===== config.mk =====
export PLATFORM = sky130hd
export DESIGN_NAME = lpc_synthesis_filter_core
export DESIGN_NICKNAME = d
export VERILOG_FILES = /design/src/rtl/core/lpcsf_pkg.sv /design/src/rtl/core/lpcsf_dp.sv /design/src/rtl/core/lpcsf_ctrl.sv /design/src/rtl/core/lpc_synthesis_filter_core.sv
export SDC_FILE = /design/constraint.sdc
export NUM_CORES = 2
export LEC_CHECK = 0
export BUFFER_PORTS_ARGS = -buffer_cell sky130_fd_sc_hd__buf_2
export CORE_ASPECT_RATIO = 0.6
export CORE_MARGIN = 2
export CORE_UTILIZATION = 25
export DETAILED_ROUTE_END_ITERATION = 8
export PLACE_DENSITY_LB_ADDON = 0.2
export REMOVE_ABC_BUFFERS = 1
export SYNTH_ARGS = -nofsm -noshare
export SYNTH_HDL_FRONTEND = slang
export SYNTH_SLANG_ARGS = --single-unit

===== constraint.sdc =====
create_clock -name clk -period 22.6 [get_ports clk]
set_input_delay 4.52 -clock clk [delete_from_list [all_inputs] [get_ports clk]]
set_output_delay 4.52 -clock clk [all_outputs]
set_load 0.05 [all_outputs]

===== src/rtl/core/lpcsf_pkg.sv =====
// ----------------------------------------------------------------------------
// lpcsf_pkg
// Shared types, constants and coefficient ROM for the LPC synthesis filter.
// ----------------------------------------------------------------------------
package lpcsf_pkg;

  localparam int ORDER_DEFAULT = 10;
  localparam int ROM_TAPS      = 16;
  localparam int ROM_SETS      = 8;
  localparam int TAP_W         = $clog2(ROM_TAPS);

  localparam int X_W      = 16;
  localparam int GAIN_W   = 15;
  localparam int SET_W    = 3;
  localparam int FUNC_W   = 2;
  localparam int COEF_W   = 16;
  localparam int HIST_W   = 20;
  localparam int OUT_W    = 16;
  localparam int O_W      = 18;
  localparam int MUL_A_W  = 20;
  localparam int MUL_B_W  = 16;
  localparam int PROD_W   = MUL_A_W + MUL_B_W;
  localparam int FRAC_W   = 15;
  localparam int IN_DATA_W = 24;

  localparam int ROUND_HALF = 16384;
  localparam int HIST_MAX   = 524287;
  localparam int HIST_MIN   = -524288;
  localparam int S_MAX      = 32767;
  localparam int S_MIN      = -32768;

  localparam logic [GAIN_W-1:0] GAIN_RESET = 15'd8192;
  localparam logic [SET_W-1:0]  SET_SCHWA  = 3'd5;

  localparam logic signed [MUL_B_W-1:0] K_SCALE           = 16'sd4915;
  localparam logic signed [MUL_B_W-1:0] K_ALPHA           = 16'sd9830;
  localparam logic signed [MUL_B_W-1:0] K_ONE_MINUS_ALPHA = 16'sd22938;
  localparam logic signed [MUL_B_W-1:0] K_OLD             = 16'sd26214;
  localparam logic signed [MUL_B_W-1:0] K_NEW             = 16'sd6554;
  localparam logic signed [OUT_W-1:0]   K_CLIP            = 16'sd29491;

  typedef enum logic [FUNC_W-1:0] {
    FUNC_FILTER = 2'd0,
    FUNC_BLEND  = 2'd1,
    FUNC_LOAD   = 2'd2
  } func_t;

  typedef enum logic [2:0] {
    MUL_NONE,
    MUL_GAIN,
    MUL_TAP,
    MUL_SCALE,
    MUL_SMOOTH_OLD,
    MUL_SMOOTH_NEW,
    MUL_BLEND_OLD,
    MUL_BLEND_NEW
  } mul_sel_t;

  typedef enum logic [2:0] {
    ACC_NONE,
    ACC_LOAD,
    ACC_LOAD2,
    ACC_ADD,
    ACC_SUB
  } acc_op_t;

  typedef struct packed {
    mul_sel_t mul_sel;
    acc_op_t  acc_op;
    logic     capture;
    logic     hist_push;
    logic     o_load;
    logic     out_load;
    logic     coef_load;
    logic     coef_write;
  } cmd_t;

  localparam logic signed [COEF_W-1:0] COEF_ROM [ROM_SETS][ROM_TAPS] = '{
    '{16'sd9830,  -16'sd4915, 16'sd2621, -16'sd1311, 16'sd655, -16'sd328,
      16'sd164,   -16'sd66,   16'sd33,   -16'sd16,   16'sd0,   16'sd0,
      16'sd0,     16'sd0,     16'sd0,    16'sd0},
    '{16'sd13107, -16'sd6554, 16'sd3277, -16'sd1638, 16'sd819, -16'sd393,
      16'sd197,   -16'sd98,   16'sd49,   -16'sd23,   16'sd0,   16'sd0,
      16'sd0,     16'sd0,     16'sd0,    16'sd0},
    '{16'sd11469, -16'sd5898, 16'sd2949, -16'sd1475, 16'sd721, -16'sd360,
      16'sd164,   -16'sd98,   16'sd49,   -16'sd23,   16'sd0,   16'sd0,
      16'sd0,     16'sd0,     16'sd0,    16'sd0},
    '{16'sd10486, -16'sd5243, 16'sd2621, -16'sd1311, 16'sd655, -16'sd328,
      16'sd164,   -16'sd66,   16'sd33,   -16'sd16,   16'sd0,   16'sd0,
      16'sd0,     16'sd0,     16'sd0,    16'sd0},
    '{16'sd9175,  -16'sd4588, 16'sd2294, -16'sd1147, 16'sd557, -16'sd262,
      16'sd131,   -16'sd66,   16'sd33,   -16'sd16,   16'sd0,   16'sd0,
      16'sd0,     16'sd0,     16'sd0,    16'sd0},
    '{16'sd9830,  -16'sd4915, 16'sd2458, -16'sd1212, 16'sd590, -16'sd295,
      16'sd131,   -16'sd66,   16'sd33,   -16'sd16,   16'sd0,   16'sd0,
      16'sd0,     16'sd0,     16'sd0,    16'sd0},
    '{16'sd6554,  -16'sd3277, 16'sd1638, -16'sd819,  16'sd393, -16'sd197,
      16'sd98,    -16'sd49,   16'sd23,   -16'sd10,   16'sd0,   16'sd0,
      16'sd0,     16'sd0,     16'sd0,    16'sd0},
    '{16'sd12452, -16'sd6226, 16'sd3113, -16'sd1540, 16'sd754, -16'sd360,
      16'sd197,   -16'sd98,   16'sd49,   -16'sd23,   16'sd0,   16'sd0,
      16'sd0,     16'sd0,     16'sd0,    16'sd0}
  };

  function automatic logic signed [COEF_W-1:0] rom_coef(input logic [SET_W-1:0] sel,
                                                         input logic [TAP_W-1:0] tap);
    return COEF_ROM[sel][tap];
  endfunction

endpackage


===== src/rtl/core/lpcsf_dp.sv =====
// ----------------------------------------------------------------------------
// lpcsf_dp
// Datapath: shared multiplier, accumulator, coefficient and history stores,
// smoother and output register.
// ----------------------------------------------------------------------------
module lpcsf_dp #(
  parameter int ORDER = lpcsf_pkg::ORDER_DEFAULT
) (
  input  logic                                   clk,
  input  logic                                   rst_n,
  input  lpcsf_pkg::cmd_t                        cmd,
  input  logic [(ORDER > 1 ? $clog2(ORDER) : 1)-1:0] idx,
  input  logic signed [lpcsf_pkg::X_W-1:0]       in_excitation,
  input  logic [lpcsf_pkg::SET_W-1:0]            in_set,
  input  logic                                   cfg_we,
  input  logic [lpcsf_pkg::GAIN_W-1:0]           cfg_gain,
  output logic [lpcsf_pkg::OUT_W-1:0]            out_data
);

  localparam int ACC_W  = lpcsf_pkg::PROD_W + $clog2(ORDER + 1);
  localparam int HIST_W = lpcsf_pkg::HIST_W;
  localparam int COEF_W = lpcsf_pkg::COEF_W;
  localparam int OUT_W  = lpcsf_pkg::OUT_W;
  localparam int O_W    = lpcsf_pkg::O_W;
  localparam int A_W    = lpcsf_pkg::MUL_A_W;
  localparam int B_W    = lpcsf_pkg::MUL_B_W;
  localparam int P_W    = lpcsf_pkg::PROD_W;
  localparam int TAP_W  = lpcsf_pkg::TAP_W;

  logic signed [lpcsf_pkg::X_W-1:0]  x_r;
  logic [lpcsf_pkg::SET_W-1:0]       set_r;
  logic [lpcsf_pkg::GAIN_W-1:0]      gain_r;
  logic signed [COEF_W-1:0]          coef_r [ORDER];
  logic signed [HIST_W-1:0]          hist_r [ORDER];
  logic signed [HIST_W-1:0]          y_r;
  logic signed [O_W-1:0]             o_r;
  logic signed [OUT_W-1:0]           s_r;
  logic [OUT_W-1:0]                  out_data_r;
  logic signed [P_W-1:0]             prod_r;
  lpcsf_pkg::acc_op_t                acc_op_r;
  logic signed [ACC_W-1:0]           acc_r;
  logic signed [ACC_W-1:0]           acc_nxt;

  logic signed [A_W-1:0]             mul_a;
  logic signed [B_W-1:0]             mul_b;
  logic signed [COEF_W-1:0]          rom_tap;
  logic signed [ACC_W-1:0]           acc_rnd;
  logic signed [P_W-1:0]             prod_rnd;
  logic signed [HIST_W-1:0]          y_sat;
  logic signed [OUT_W-1:0]           s_sat;
  logic signed [OUT_W-1:0]           s_clip;

  assign rom_tap = lpcsf_pkg::rom_coef(set_r, TAP_W'(idx));

  always_comb begin
    unique case (cmd.mul_sel)
      lpcsf_pkg::MUL_GAIN: begin
        mul_a = A_W'(x_r);
        mul_b = $signed({1'b0, gain_r});
      end
      lpcsf_pkg::MUL_TAP: begin
        mul_a = hist_r[idx];
        mul_b = coef_r[idx];
      end
      lpcsf_pkg::MUL_SCALE: begin
        mul_a = y_r;
        mul_b = lpcsf_pkg::K_SCALE;
      end
      lpcsf_pkg::MUL_SMOOTH_OLD: begin
        mul_a = A_W'(s_r);
        mul_b = lpcsf_pkg::K_ONE_MINUS_ALPHA;
      end
      lpcsf_pkg::MUL_SMOOTH_NEW: begin
        mul_a = A_W'(o_r);
        mul_b = lpcsf_pkg::K_ALPHA;
      end
      lpcsf_pkg::MUL_BLEND_OLD: begin
        mul_a = A_W'(coef_r[idx]);
        mul_b = lpcsf_pkg::K_OLD;
      end
      lpcsf_pkg::MUL_BLEND_NEW: begin
        mul_a = A_W'(rom_tap);
        mul_b = lpcsf_pkg::K_NEW;
      end
      default: begin
        mul_a = '0;
        mul_b = '0;
      end
    endcase
  end

  always_comb begin
    unique case (acc_op_r)
      lpcsf_pkg::ACC_LOAD:  acc_nxt = ACC_W'(prod_r);
      lpcsf_pkg::ACC_LOAD2: acc_nxt = ACC_W'(prod_r) <<< 1;
      lpcsf_pkg::ACC_ADD:   acc_nxt = acc_r + ACC_W'(prod_r);
      lpcsf_pkg::ACC_SUB:   acc_nxt = acc_r - ACC_W'(prod_r);
      default:              acc_nxt = acc_r;
    endcase
  end

  // round half up to Q.15
  assign acc_rnd  = (acc_r + ACC_W'(lpcsf_pkg::ROUND_HALF)) >>> lpcsf_pkg::FRAC_W;
  assign prod_rnd = (prod_r + P_W'(lpcsf_pkg::ROUND_HALF)) >>> lpcsf_pkg::FRAC_W;

  always_comb begin
    priority if (acc_rnd > ACC_W'(lpcsf_pkg::HIST_MAX)) begin
      y_sat = HIST_W'(lpcsf_pkg::HIST_MAX);
    end else if (acc_rnd < ACC_W'(lpcsf_pkg::HIST_MIN)) begin
      y_sat = HIST_W'(lpcsf_pkg::HIST_MIN);
    end else begin
      y_sat = HIST_W'(acc_rnd);
    end
  end

  always_comb begin
    priority if (acc_rnd > ACC_W'(lpcsf_pkg::S_MAX)) begin
      s_sat = OUT_W'(lpcsf_pkg::S_MAX);
    end else if (acc_rnd < ACC_W'(lpcsf_pkg::S_MIN)) begin
      s_sat = OUT_W'(lpcsf_pkg::S_MIN);
    end else begin
      s_sat = OUT_W'(acc_rnd);
    end
  end

  always_comb begin
    priority if (s_sat > lpcsf_pkg::K_CLIP) begin
      s_clip = lpcsf_pkg::K_CLIP;
    end else if (s_sat < -lpcsf_pkg::K_CLIP) begin
      s_clip = -lpcsf_pkg::K_CLIP;
    end else begin
      s_clip = s_sat;
    end
  end

  always_ff @(posedge clk) begin
    prod_r <= mul_a * mul_b;
    acc_r  <= acc_nxt;
    if (cmd.capture) begin
      x_r   <= in_excitation;
      set_r <= in_set;
    end
    if (cmd.hist_push) begin
      y_r <= y_sat;
    end
    if (cmd.o_load) begin
      o_r <= O_W'(prod_rnd);
    end
    if (cmd.out_load) begin
      out_data_r <= s_clip;
    end
  end

  always_ff @(posedge clk) begin
    if (!rst_n) begin
      acc_op_r <= lpcsf_pkg::ACC_NONE;
      gain_r   <= lpcsf_pkg::GAIN_RESET;
      s_r      <= '0;
      for (int i = 0; i < ORDER; i++) begin
        coef_r[i] <= lpcsf_pkg::rom_coef(lpcsf_pkg::SET_SCHWA, TAP_W'(i));
        hist_r[i] <= '0;
      end
    end else begin
      acc_op_r <= cmd.acc_op;
      if (cfg_we) begin
        gain_r <= cfg_gain;
      end
      if (cmd.out_load) begin
        s_r <= s_sat;
      end
      if (cmd.hist_push) begin
        hist_r[0] <= y_sat;
        for (int i = 1; i < ORDER; i++) begin
          hist_r[i] <= hist_r[i-1];
        end
      end
      if (cmd.coef_load) begin
        for (int i = 0; i < ORDER; i++) begin
          coef_r[i] <= lpcsf_pkg::rom_coef(set_r, TAP_W'(i));
        end
      end else if (cmd.coef_write) begin
        coef_r[idx] <= COEF_W'(acc_rnd);
      end
    end
  end

  assign out_data = out_data_r;

endmodule


===== src/rtl/core/lpcsf_ctrl.sv =====
// ----------------------------------------------------------------------------
// lpcsf_ctrl
// Controller: sequences filter, blend and load words over the datapath.
// ----------------------------------------------------------------------------
module lpcsf_ctrl #(
  parameter int ORDER = lpcsf_pkg::ORDER_DEFAULT
) (
  input  logic                                       clk,
  input  logic                                       rst_n,
  input  logic                                       in_tvalid,
  input  logic [lpcsf_pkg::FUNC_W-1:0]               in_func,
  output logic                                       in_tready,
  output logic                                       out_tvalid,
  input  logic                                       out_tready,
  output lpcsf_pkg::cmd_t                            cmd,
  output logic [(ORDER > 1 ? $clog2(ORDER) : 1)-1:0] idx
);

  localparam int IDX_W = ORDER > 1 ? $clog2(ORDER) : 1;

  typedef enum logic [14:0] {
    S_IDLE  = 15'b000000000000001,
    S_GAIN  = 15'b000000000000010,
    S_MAC   = 15'b000000000000100,
    S_DRAIN = 15'b000000000001000,
    S_HIST  = 15'b000000000010000,
    S_SCALE = 15'b000000000100000,
    S_SM1   = 15'b000000001000000,
    S_SM2   = 15'b000000010000000,
    S_SM3   = 15'b000000100000000,
    S_FIN   = 15'b000001000000000,
    S_LOAD  = 15'b000010000000000,
    S_BA    = 15'b000100000000000,
    S_BB    = 15'b001000000000000,
    S_BD    = 15'b010000000000000,
    S_BR    = 15'b100000000000000
  } state_t;

  state_t             state_r, state_nxt;
  logic [IDX_W-1:0]   cnt_r, cnt_nxt;
  logic               out_valid_r, out_valid_nxt;
  logic               last_tap;

  assign last_tap = (cnt_r == IDX_W'(ORDER - 1));

  always_comb begin
    state_nxt      = state_r;
    cnt_nxt        = cnt_r;
    in_tready      = 1'b0;
    cmd.mul_sel    = lpcsf_pkg::MUL_NONE;
    cmd.acc_op     = lpcsf_pkg::ACC_NONE;
    cmd.capture    = 1'b0;
    cmd.hist_push  = 1'b0;
    cmd.o_load     = 1'b0;
    cmd.out_load   = 1'b0;
    cmd.coef_load  = 1'b0;
    cmd.coef_write = 1'b0;
    unique case (state_r)
      S_IDLE: begin
        in_tready = 1'b1;
        cnt_nxt   = '0;
        if (in_tvalid) begin
          cmd.capture = 1'b1;
          unique case (lpcsf_pkg::func_t'(in_func))
            lpcsf_pkg::FUNC_FILTER: state_nxt = S_GAIN;
            lpcsf_pkg::FUNC_BLEND:  state_nxt = S_BA;
            lpcsf_pkg::FUNC_LOAD:   state_nxt = S_LOAD;
            default:                state_nxt = S_IDLE;
          endcase
        end
      end
      S_GAIN: begin
        cmd.mul_sel = lpcsf_pkg::MUL_GAIN;
        cmd.acc_op  = lpcsf_pkg::ACC_LOAD2;
        state_nxt   = S_MAC;
      end
      S_MAC: begin
        cmd.mul_sel = lpcsf_pkg::MUL_TAP;
        cmd.acc_op  = lpcsf_pkg::ACC_SUB;
        if (last_tap) begin
          cnt_nxt   = '0;
          state_nxt = S_DRAIN;
        end else begin
          cnt_nxt = cnt_r + IDX_W'(1);
        end
      end
      S_DRAIN: state_nxt = S_HIST;
      S_HIST: begin
        cmd.hist_push = 1'b1;
        state_nxt     = S_SCALE;
      end
      S_SCALE: begin
        cmd.mul_sel = lpcsf_pkg::MUL_SCALE;
        state_nxt   = S_SM1;
      end
      S_SM1: begin
        cmd.o_load  = 1'b1;
        cmd.mul_sel = lpcsf_pkg::MUL_SMOOTH_OLD;
        cmd.acc_op  = lpcsf_pkg::ACC_LOAD;
        state_nxt   = S_SM2;
      end
      S_SM2: begin
        cmd.mul_sel = lpcsf_pkg::MUL_SMOOTH_NEW;
        cmd.acc_op  = lpcsf_pkg::ACC_ADD;
        state_nxt   = S_SM3;
      end
      S_SM3: state_nxt = S_FIN;
      S_FIN: begin
        if (!out_valid_r || out_tready) begin
          cmd.out_load = 1'b1;
          state_nxt    = S_IDLE;
        end
      end
      S_LOAD: begin
        cmd.coef_load = 1'b1;
        state_nxt     = S_IDLE;
      end
      S_BA: begin
        cmd.mul_sel = lpcsf_pkg::MUL_BLEND_OLD;
        cmd.acc_op  = lpcsf_pkg::ACC_LOAD;
        state_nxt   = S_BB;
      end
      S_BB: begin
        cmd.mul_sel = lpcsf_pkg::MUL_BLEND_NEW;
        cmd.acc_op  = lpcsf_pkg::ACC_ADD;
        state_nxt   = S_BD;
      end
      S_BD: state_nxt = S_BR;
      S_BR: begin
        cmd.coef_write = 1'b1;
        if (last_tap) begin
          cnt_nxt   = '0;
          state_nxt = S_IDLE;
        end else begin
          cnt_nxt   = cnt_r + IDX_W'(1);
          state_nxt = S_BA;
        end
      end
      default: state_nxt = S_IDLE;
    endcase
  end

  always_comb begin
    out_valid_nxt = out_valid_r && !out_tready;
    if (cmd.out_load) begin
      out_valid_nxt = 1'b1;
    end
  end

  always_ff @(posedge clk) begin
    if (!rst_n) begin
      state_r     <= S_IDLE;
      cnt_r       <= '0;
      out_valid_r <= 1'b0;
    end else begin
      state_r     <= state_nxt;
      cnt_r       <= cnt_nxt;
      out_valid_r <= out_valid_nxt;
    end
  end

  assign idx        = cnt_r;
  assign out_tvalid = out_valid_r;

endmodule


===== src/rtl/core/lpc_synthesis_filter_core.sv =====
// ----------------------------------------------------------------------------
// lpc_synthesis_filter_core - LPC all-pole synthesis filter, one shared MAC
// Filter word steps GAIN, MAC per tap, DRAIN, HIST, SCALE, SM1, SM2, SM3 and
// FIN; the next word is taken after FIN, later while the output word is held.
// Blend word steps BA, BB, BD, BR per tap, load word LOAD; unused func dropped.
// Sync reset: schwa coefficients, clear history and smoother, gain 0.5.
// ----------------------------------------------------------------------------
module lpc_synthesis_filter_core #(
  parameter int ORDER = lpcsf_pkg::ORDER_DEFAULT
) (
  input  logic                                clk,
  input  logic                                rst_n,
  input  logic                                in_tvalid,
  output logic                                in_tready,
  input  logic [lpcsf_pkg::IN_DATA_W-1:0]     in_tdata,   // excitation, coefficient_set
  input  logic [lpcsf_pkg::FUNC_W-1:0]        in_tuser,   // func
  output logic                                out_tvalid,
  input  logic                                out_tready,
  output logic [lpcsf_pkg::OUT_W-1:0]         out_tdata,  // sample_out
  input  logic                                cfg_valid,
  output logic                                cfg_ready,
  input  logic [lpcsf_pkg::GAIN_W-1:0]        cfg_data    // input_gain
);

  localparam int IDX_W = ORDER > 1 ? $clog2(ORDER) : 1;

  lpcsf_pkg::cmd_t   cmd;
  logic [IDX_W-1:0]  idx;

  assign cfg_ready = 1'b1;

  lpcsf_ctrl #(
    .ORDER (ORDER)
  ) u_ctrl (
    .clk        (clk),
    .rst_n      (rst_n),
    .in_tvalid  (in_tvalid),
    .in_func    (in_tuser),
    .in_tready  (in_tready),
    .out_tvalid (out_tvalid),
    .out_tready (out_tready),
    .cmd        (cmd),
    .idx        (idx)
  );

  lpcsf_dp #(
    .ORDER (ORDER)
  ) u_dp (
    .clk           (clk),
    .rst_n         (rst_n),
    .cmd           (cmd),
    .idx           (idx),
    .in_excitation ($signed(in_tdata[lpcsf_pkg::X_W-1:0])),
    .in_set        (in_tdata[lpcsf_pkg::X_W +: lpcsf_pkg::SET_W]),
    .cfg_we        (cfg_valid),
    .cfg_gain      (cfg_data),
    .out_data      (out_tdata)
  );

  a_out_in_range: assert property (@(posedge clk) disable iff (!rst_n)
    out_tvalid |-> ($signed(out_tdata) <= lpcsf_pkg::K_CLIP) &&
                   ($signed(out_tdata) >= -lpcsf_pkg::K_CLIP))
    else $error("output word outside clip range");

  a_busy_after_filter: assert property (@(posedge clk) disable iff (!rst_n)
    (in_tvalid && in_tready && (in_tuser == lpcsf_pkg::FUNC_FILTER)) |=> !in_tready)
    else $error("input accepted while a filter word is in progress");

  a_result_from_work: assert property (@(posedge clk) disable iff (!rst_n)
    $rose(out_tvalid) |-> !$past(in_tready))
    else $error("result raised without a filter word in progress");

endmodule

**Word level (Yosys, flattened, before mapping)**

Memories as Yosys holds them, arrays and structs flattened. A register that Yosys moved wholly into a read port is not among the register bits.
Index checks and enable logic that the tools add are counted.
W data, S select, Z words.

- Add/subtract/negate cells: 5
- Multipliers: 1
- Magnitude comparators: 8
- Equality and inequality tests: 32
- Mux-type cells: 71
- Bitwise operators: 22
- Reduce and logical (&&, ||, !) cells: 13

Operators with widths:

| kind | count |
|---|---|
| $mux W256 | 2 |
| $mux W16 | 16 |
| $mux W20 | 12 |
| $pmux W15 S14 | 1 |
| $pmux W40 S4 | 1 |
| $pmux W20 S7 | 1 |
| $pmux W16 S7 | 1 |
| $bmux W16 S4 | 1 |
| $mux W15 | 3 |
| $add A40 B16 Y40 const B | 1 |
| $add A40 B36 Y40 | 1 |
| $sub A40 B36 Y40 | 1 |
| $mul A20 B16 Y36 | 1 |
| $pmux W12 S3 | 1 |
| $add A33 B16 Y33 const B | 1 |
| $gt A25 B16 Y1 const B | 1 |
| $gt A25 B20 Y1 const B | 1 |
| $lt A25 B16 Y1 const B | 1 |
| $lt A25 B20 Y1 const B | 1 |
| $mux W4 | 6 |
| $mux W1 | 22 |
| $pmux W3 S7 | 1 |
| $or A1 B1 Y1 | 20 |
| $gt A16 B16 Y1 const B | 1 |
| 41 further kinds | 54 |

- Flip-flop bits (word level): 203
- RAM bits: 360
- Memory bits (read-only): 2,048
- Input bits: 46
- Output and inout bits: 19
- Word-level logic and storage cells: 169
- Memories: 3

Memories:

| memory | depth | width | read ports | clocked after memory_dff | write ports | line | source |
|---|---|---|---|---|---|---|---|
| (no name shown) | 8 | 256 | 1 | 0 | 0 | lpcsf_pkg.sv:107 | `return COEF_ROM[sel][tap];` |
| u_dp.hist_r | 10 | 20 | 10 | 1 | 10 | lpcsf_dp.sv:34 | `logic signed [HIST_W-1:0] hist_r [ORDER];` |
| u_dp.coef_r | 10 | 16 | 1 | 1 | 10 | lpcsf_dp.sv:33 | `logic signed [COEF_W-1:0] coef_r [ORDER];` |

**Longest topological paths before layout**

- Depth in word-level cells: 9
- Mapped depth: 34
- Gate-level depth less buffers: 32

**By module**

From an unflattened synthesis, not the netlist that was laid out.

- Cell total of the unflattened synthesis: 4,143
- Area, all modules: 45,467.4 sq um

By module, submodules not included:

| module | instances | cells each | area an instance (sq um) | sequential area each (sq um) |
|---|---|---|---|---|
| lpcsf_dp | 1 | 3,986 | 44,158.6 | 18,487.7 |
| lpcsf_ctrl | 1 | 155 | 1,297.5 | 400.4 |
| lpc_synthesis_filter_core | 1 | 2 | 11.3 | 0.0 |

**Least setup slack after synthesis**

No wires, ideal clock.

- Path kind: input to register
- Start: input port rst_n
- End: memory u_dp.hist_r[0][0], enable pin
- Data arrival time: 9.241 ns
- Path slack: 12.761 ns
- Stages: 2
- Path buffers: 1
- Path through: clkbuf_1 -> nand2b_1

RTL lines:

| item | line | source |
|---|---|---|
| start: declaration | lpc_synthesis_filter_core.sv:12 | `input logic rst_n,` |
| end: declaration | lpcsf_dp.sv:34 |  |

==> results.py <==
metrics = {
    "outcome": {
        "status": "completed",
    },
    "setup_path": {
        "cp_max_fo": 38,
        "crit_buf_inv": 5,
        "end_kind": "flip-flop",
        "cp_slowest_cell": "buf_4",
        "path_class": "flip-flop to flip-flop",
        "start_kind": "flip-flop",
        "path_delay_family": "adder cells",
        "cp_common_cell": "fa_1",
        "cp.arrival_ns": 12.06,
        "required_ns": 23.07,
        "cpPeakStageDelay_ns": 0.76,
    },
    "cells_and_area": {
        "final_cells": 6442,
        "area_growth_pct": 12.3,
        "n_fill_cell": 18626,
        "nNetsFinal": 4509,
        "post-route-util_pct": 28.3,
        "layout_common_cells": "edfxtp_1 (569), inv_1 (426), nor2_1 (366)",
        "layout_commonest_cell": "edfxtp_1",
        "drive_gt1_share_pct": 12.3,
    },
    "timing": {
        "rsz0062_at_grt": "false",
        "setup_violations": 0,
        "maxSlewViolCount": 0,
        "layout_min_cycle_time_ns": 11.59,
        "hold_viol_final": 0,
        "max-slew-margin-rel_pct": 9.43,
        "fin_crit_sh_pct": 51.3,
        "worst_pin_slew_ns": 1.34,
        "tns_ns": 0,
        "clock_skew_ns": 0.0373,
        "layout_setup_ws_ns": 11.01,
        "max_freq_ghz": 0.0863,
    },
    "pwr": {
        "p_comb_share_pct": 6.1,
        "p_sw_share_pct": 25.3,
        "power.internal_mw": 2.09,
        "p_sw_mw": 0.706,
        "p_clk_share_pct": 45.2,
        "p_total_mw": 2.79,
        "p_seq_share_pct": 48.8,
        "cellLeakagePower_nw": 19.1,
        "powerDensity_nw_per_um2": 55.3,
        "irDropWorstVdd_mv": 0.0478,
    },
    "yosys": {
        "synth-seq-cells": 663,
        "ys_types": 109,
        "ys_seq_area_share_pct": 42.1,
        "syn_inst": 4005,
        "synth.avg_cell_area_um2": 11.2,
        "synthFlopType": "edfxtp_1",
        "yosys_warnings": 0,
        "async_reset_ff_share_pct": 0,
        "synth_edf_count": 569,
        "netlist_area_um2": 45000,
    },
    "route": {
        "vias": 31923,
        "post_drt_wl_per_cell_um": 25.2,
        "drtIter0Drc": 3758,
        "drt_wl_total_um": 162000,
        "ant_nets": 0,
        "viasPerCell": 4.96,
        "firstDrtPassIters": 7,
        "drcViolationCount": 0,
    },
    "placement": {
        "hpwlAfterDp_um": 119000,
        "dp_cells": 6307,
        "portBuffers": 58,
        "gp_congestion": 0.892,
        "place_ws_ns": 11.16,
    },
    "cts": {
        "clkSinkCount": 663,
        "cts_resized": 0,
        "htree_levels": 3,
        "cts_tree": "built",
        "clockBufferDepth": 3,
        "ctsHoldBuffers": 0,
        "path_clk_slew_ns": 0.06,
        "cts_buffers": 73,
        "clk-insertion-delay-late_ns": 0.69,
        "postCtsSetupBuffers": 0,
        "cts-root-buf": "clkbuf_16",
    },
    "flow_run": {
        "maxCapViolCount": 0,
    },
    "die": {
        "start_util_pct": 25.2,
        "die_y_um": 333,
        "rows": 120,
        "die_w_um": 552,
        "core_um2": 179000,
        "die-area_um2": 184000,
        "io_pins": 65,
    },
    "global_routing": {
        "grt_use_met2_pct": 21.6,
        "grt_antenna_before_repair": 12,
        "overflow": 0,
        "use_met3_pct": 6.51,
        "grt_max_degree": 98,
        "grt_busiest_layer": "met1",
        "grt_pass1_vias": 30965,
        "grt_pass1_wl_um": 234000,
        "use_met1_pct": 28.4,
        "gr-usage-all-layers_pct": 17.7,
    },
    "worst_hold_path": {
        "hold_path_class": "flip-flop to flip-flop",
    },
}
[worst paths after layout]
check	startpoint	end	slack, ns	cells after the start
setup / recovery	flip-flop	u_dp.prod_r[35]	11.01	26
hold / removal	u_dp.s_r[15]	u_dp.s_r[15]	0.51	2
setup reg to reg	flip-flop	u_dp.prod_r[35]	11.01	26
hold reg to reg	u_dp.s_r[15]	u_dp.s_r[15]	0.51	2
[per-stage QoR]
step | hold slack [ns] | instance area, µm²
2_1_floorplan | 0.460 | 43900
3_3_place_gp | 0.485 | 48100
3_5_place_dp | 0.492 | 48100
4_1_cts | 0.506 | 50600
5_1_grt | 0.535 | 50600
6_report | 0.505 | 50600
[cells in the mapped netlist, types with 21 or more instances]
library cell,count,share of area (%)
edfxtp_1,569,38
inv_1,426,3.6
nor2_1,368,3.1
fa_1,320,14
nand2_1,310,2.6
and2_1,218,3.0
a21oi_1,182,2.0
clkbuf_1,148,1.2
o21ai_0,148,1.6
ha_1,140,3.9
mux4_2,122,6.1
dfxtp_1,94,4.2
xnor2_1,77,1.5
xor2_1,59,1.1
buf_2,52,0.58
nand3_1,51,0.57
nand2b_1,49,0.68
nor2b_1,45,0.63
mux2i_1,42,0.93
a211oi_1,38,0.63
a22oi_1,38,0.63
nor3_1,37,0.41
a21o_1,36,0.60
and3_1,30,0.42
or2_2,22,0.31
o22ai_1,21,0.29
[tightest hold or removal path: cells and delay by family (launching register included)]
family / cells / cell delay [ns]
simple gates: 1 / 0.10
compound gates: 1 / 0.05
flops: 1 / 0.31
[metal layers]
metal	up-vias	share of wire (%)
li1	14009	-
met1	16453	51
met2	1309	36
met3	152	11
met4	0	1.7
met5	-	0
[sequential cells by signal, summed over array words and instances (netlist names), named ones only]
| register | flops |
|---|---|
| u_ctrl.idx | 4 |
| u_ctrl.out_tvalid | 1 |
| u_ctrl.state_r | 15 |
| u_dp.acc_op_r | 3 |
| u_dp.acc_r | 40 |
| u_dp.coef_r | 256 |
| u_dp.gain_r | 15 |
| u_dp.hist_r | 200 |
| u_dp.o_r | 18 |
| u_dp.out_data | 16 |
| u_dp.prod_r | 36 |
| u_dp.s_r | 16 |
| u_dp.set_r | 3 |
| u_dp.x_r | 16 |
| u_dp.y_r | 20 |
[power groups by stage]
stage	sequential (mW)	clock (mW)	combinational [mW]
6_report	1.36	1.26	0.169
3_3_place_gp	1.39	0	0.165
2_1_floorplan	1.38	0	0.0951
5_1_grt	1.37	1.34	0.180
4_1_cts	1.36	1.30	0.165
3_5_place_dp	1.39	0	0.164
[logic make-up after synthesis]
kind of cell | Yosys count | share of synthesized area [%]
AND/OR/NAND/NOR | 1239 | 13.7
AO/OA/AOI/OAI | 677 | 10.2
flip-flops | 663 | 42.1
buffers and inverters | 661 | 6.06
adder cells (fa/ha/maj) | 460 | 18.1
multiplexers | 167 | 7.11
XOR/XNOR | 137 | 2.68
other | 1 | 0.00833
[layout make-up]
type	count	area [µm²]	share of cell area, %
well taps	2379	2980	5.89
diodes	2	5.00	0.00990
clock inverters	46	562	1.11
multi-input cells	2681	23500	46.5
repair buffers	153	1000	1.98
inverters	431	1620	3.20
flip-flops and latches	663	19000	37.5
clock buffers	87	1890	3.74
(Power assumes the default switching activity.)
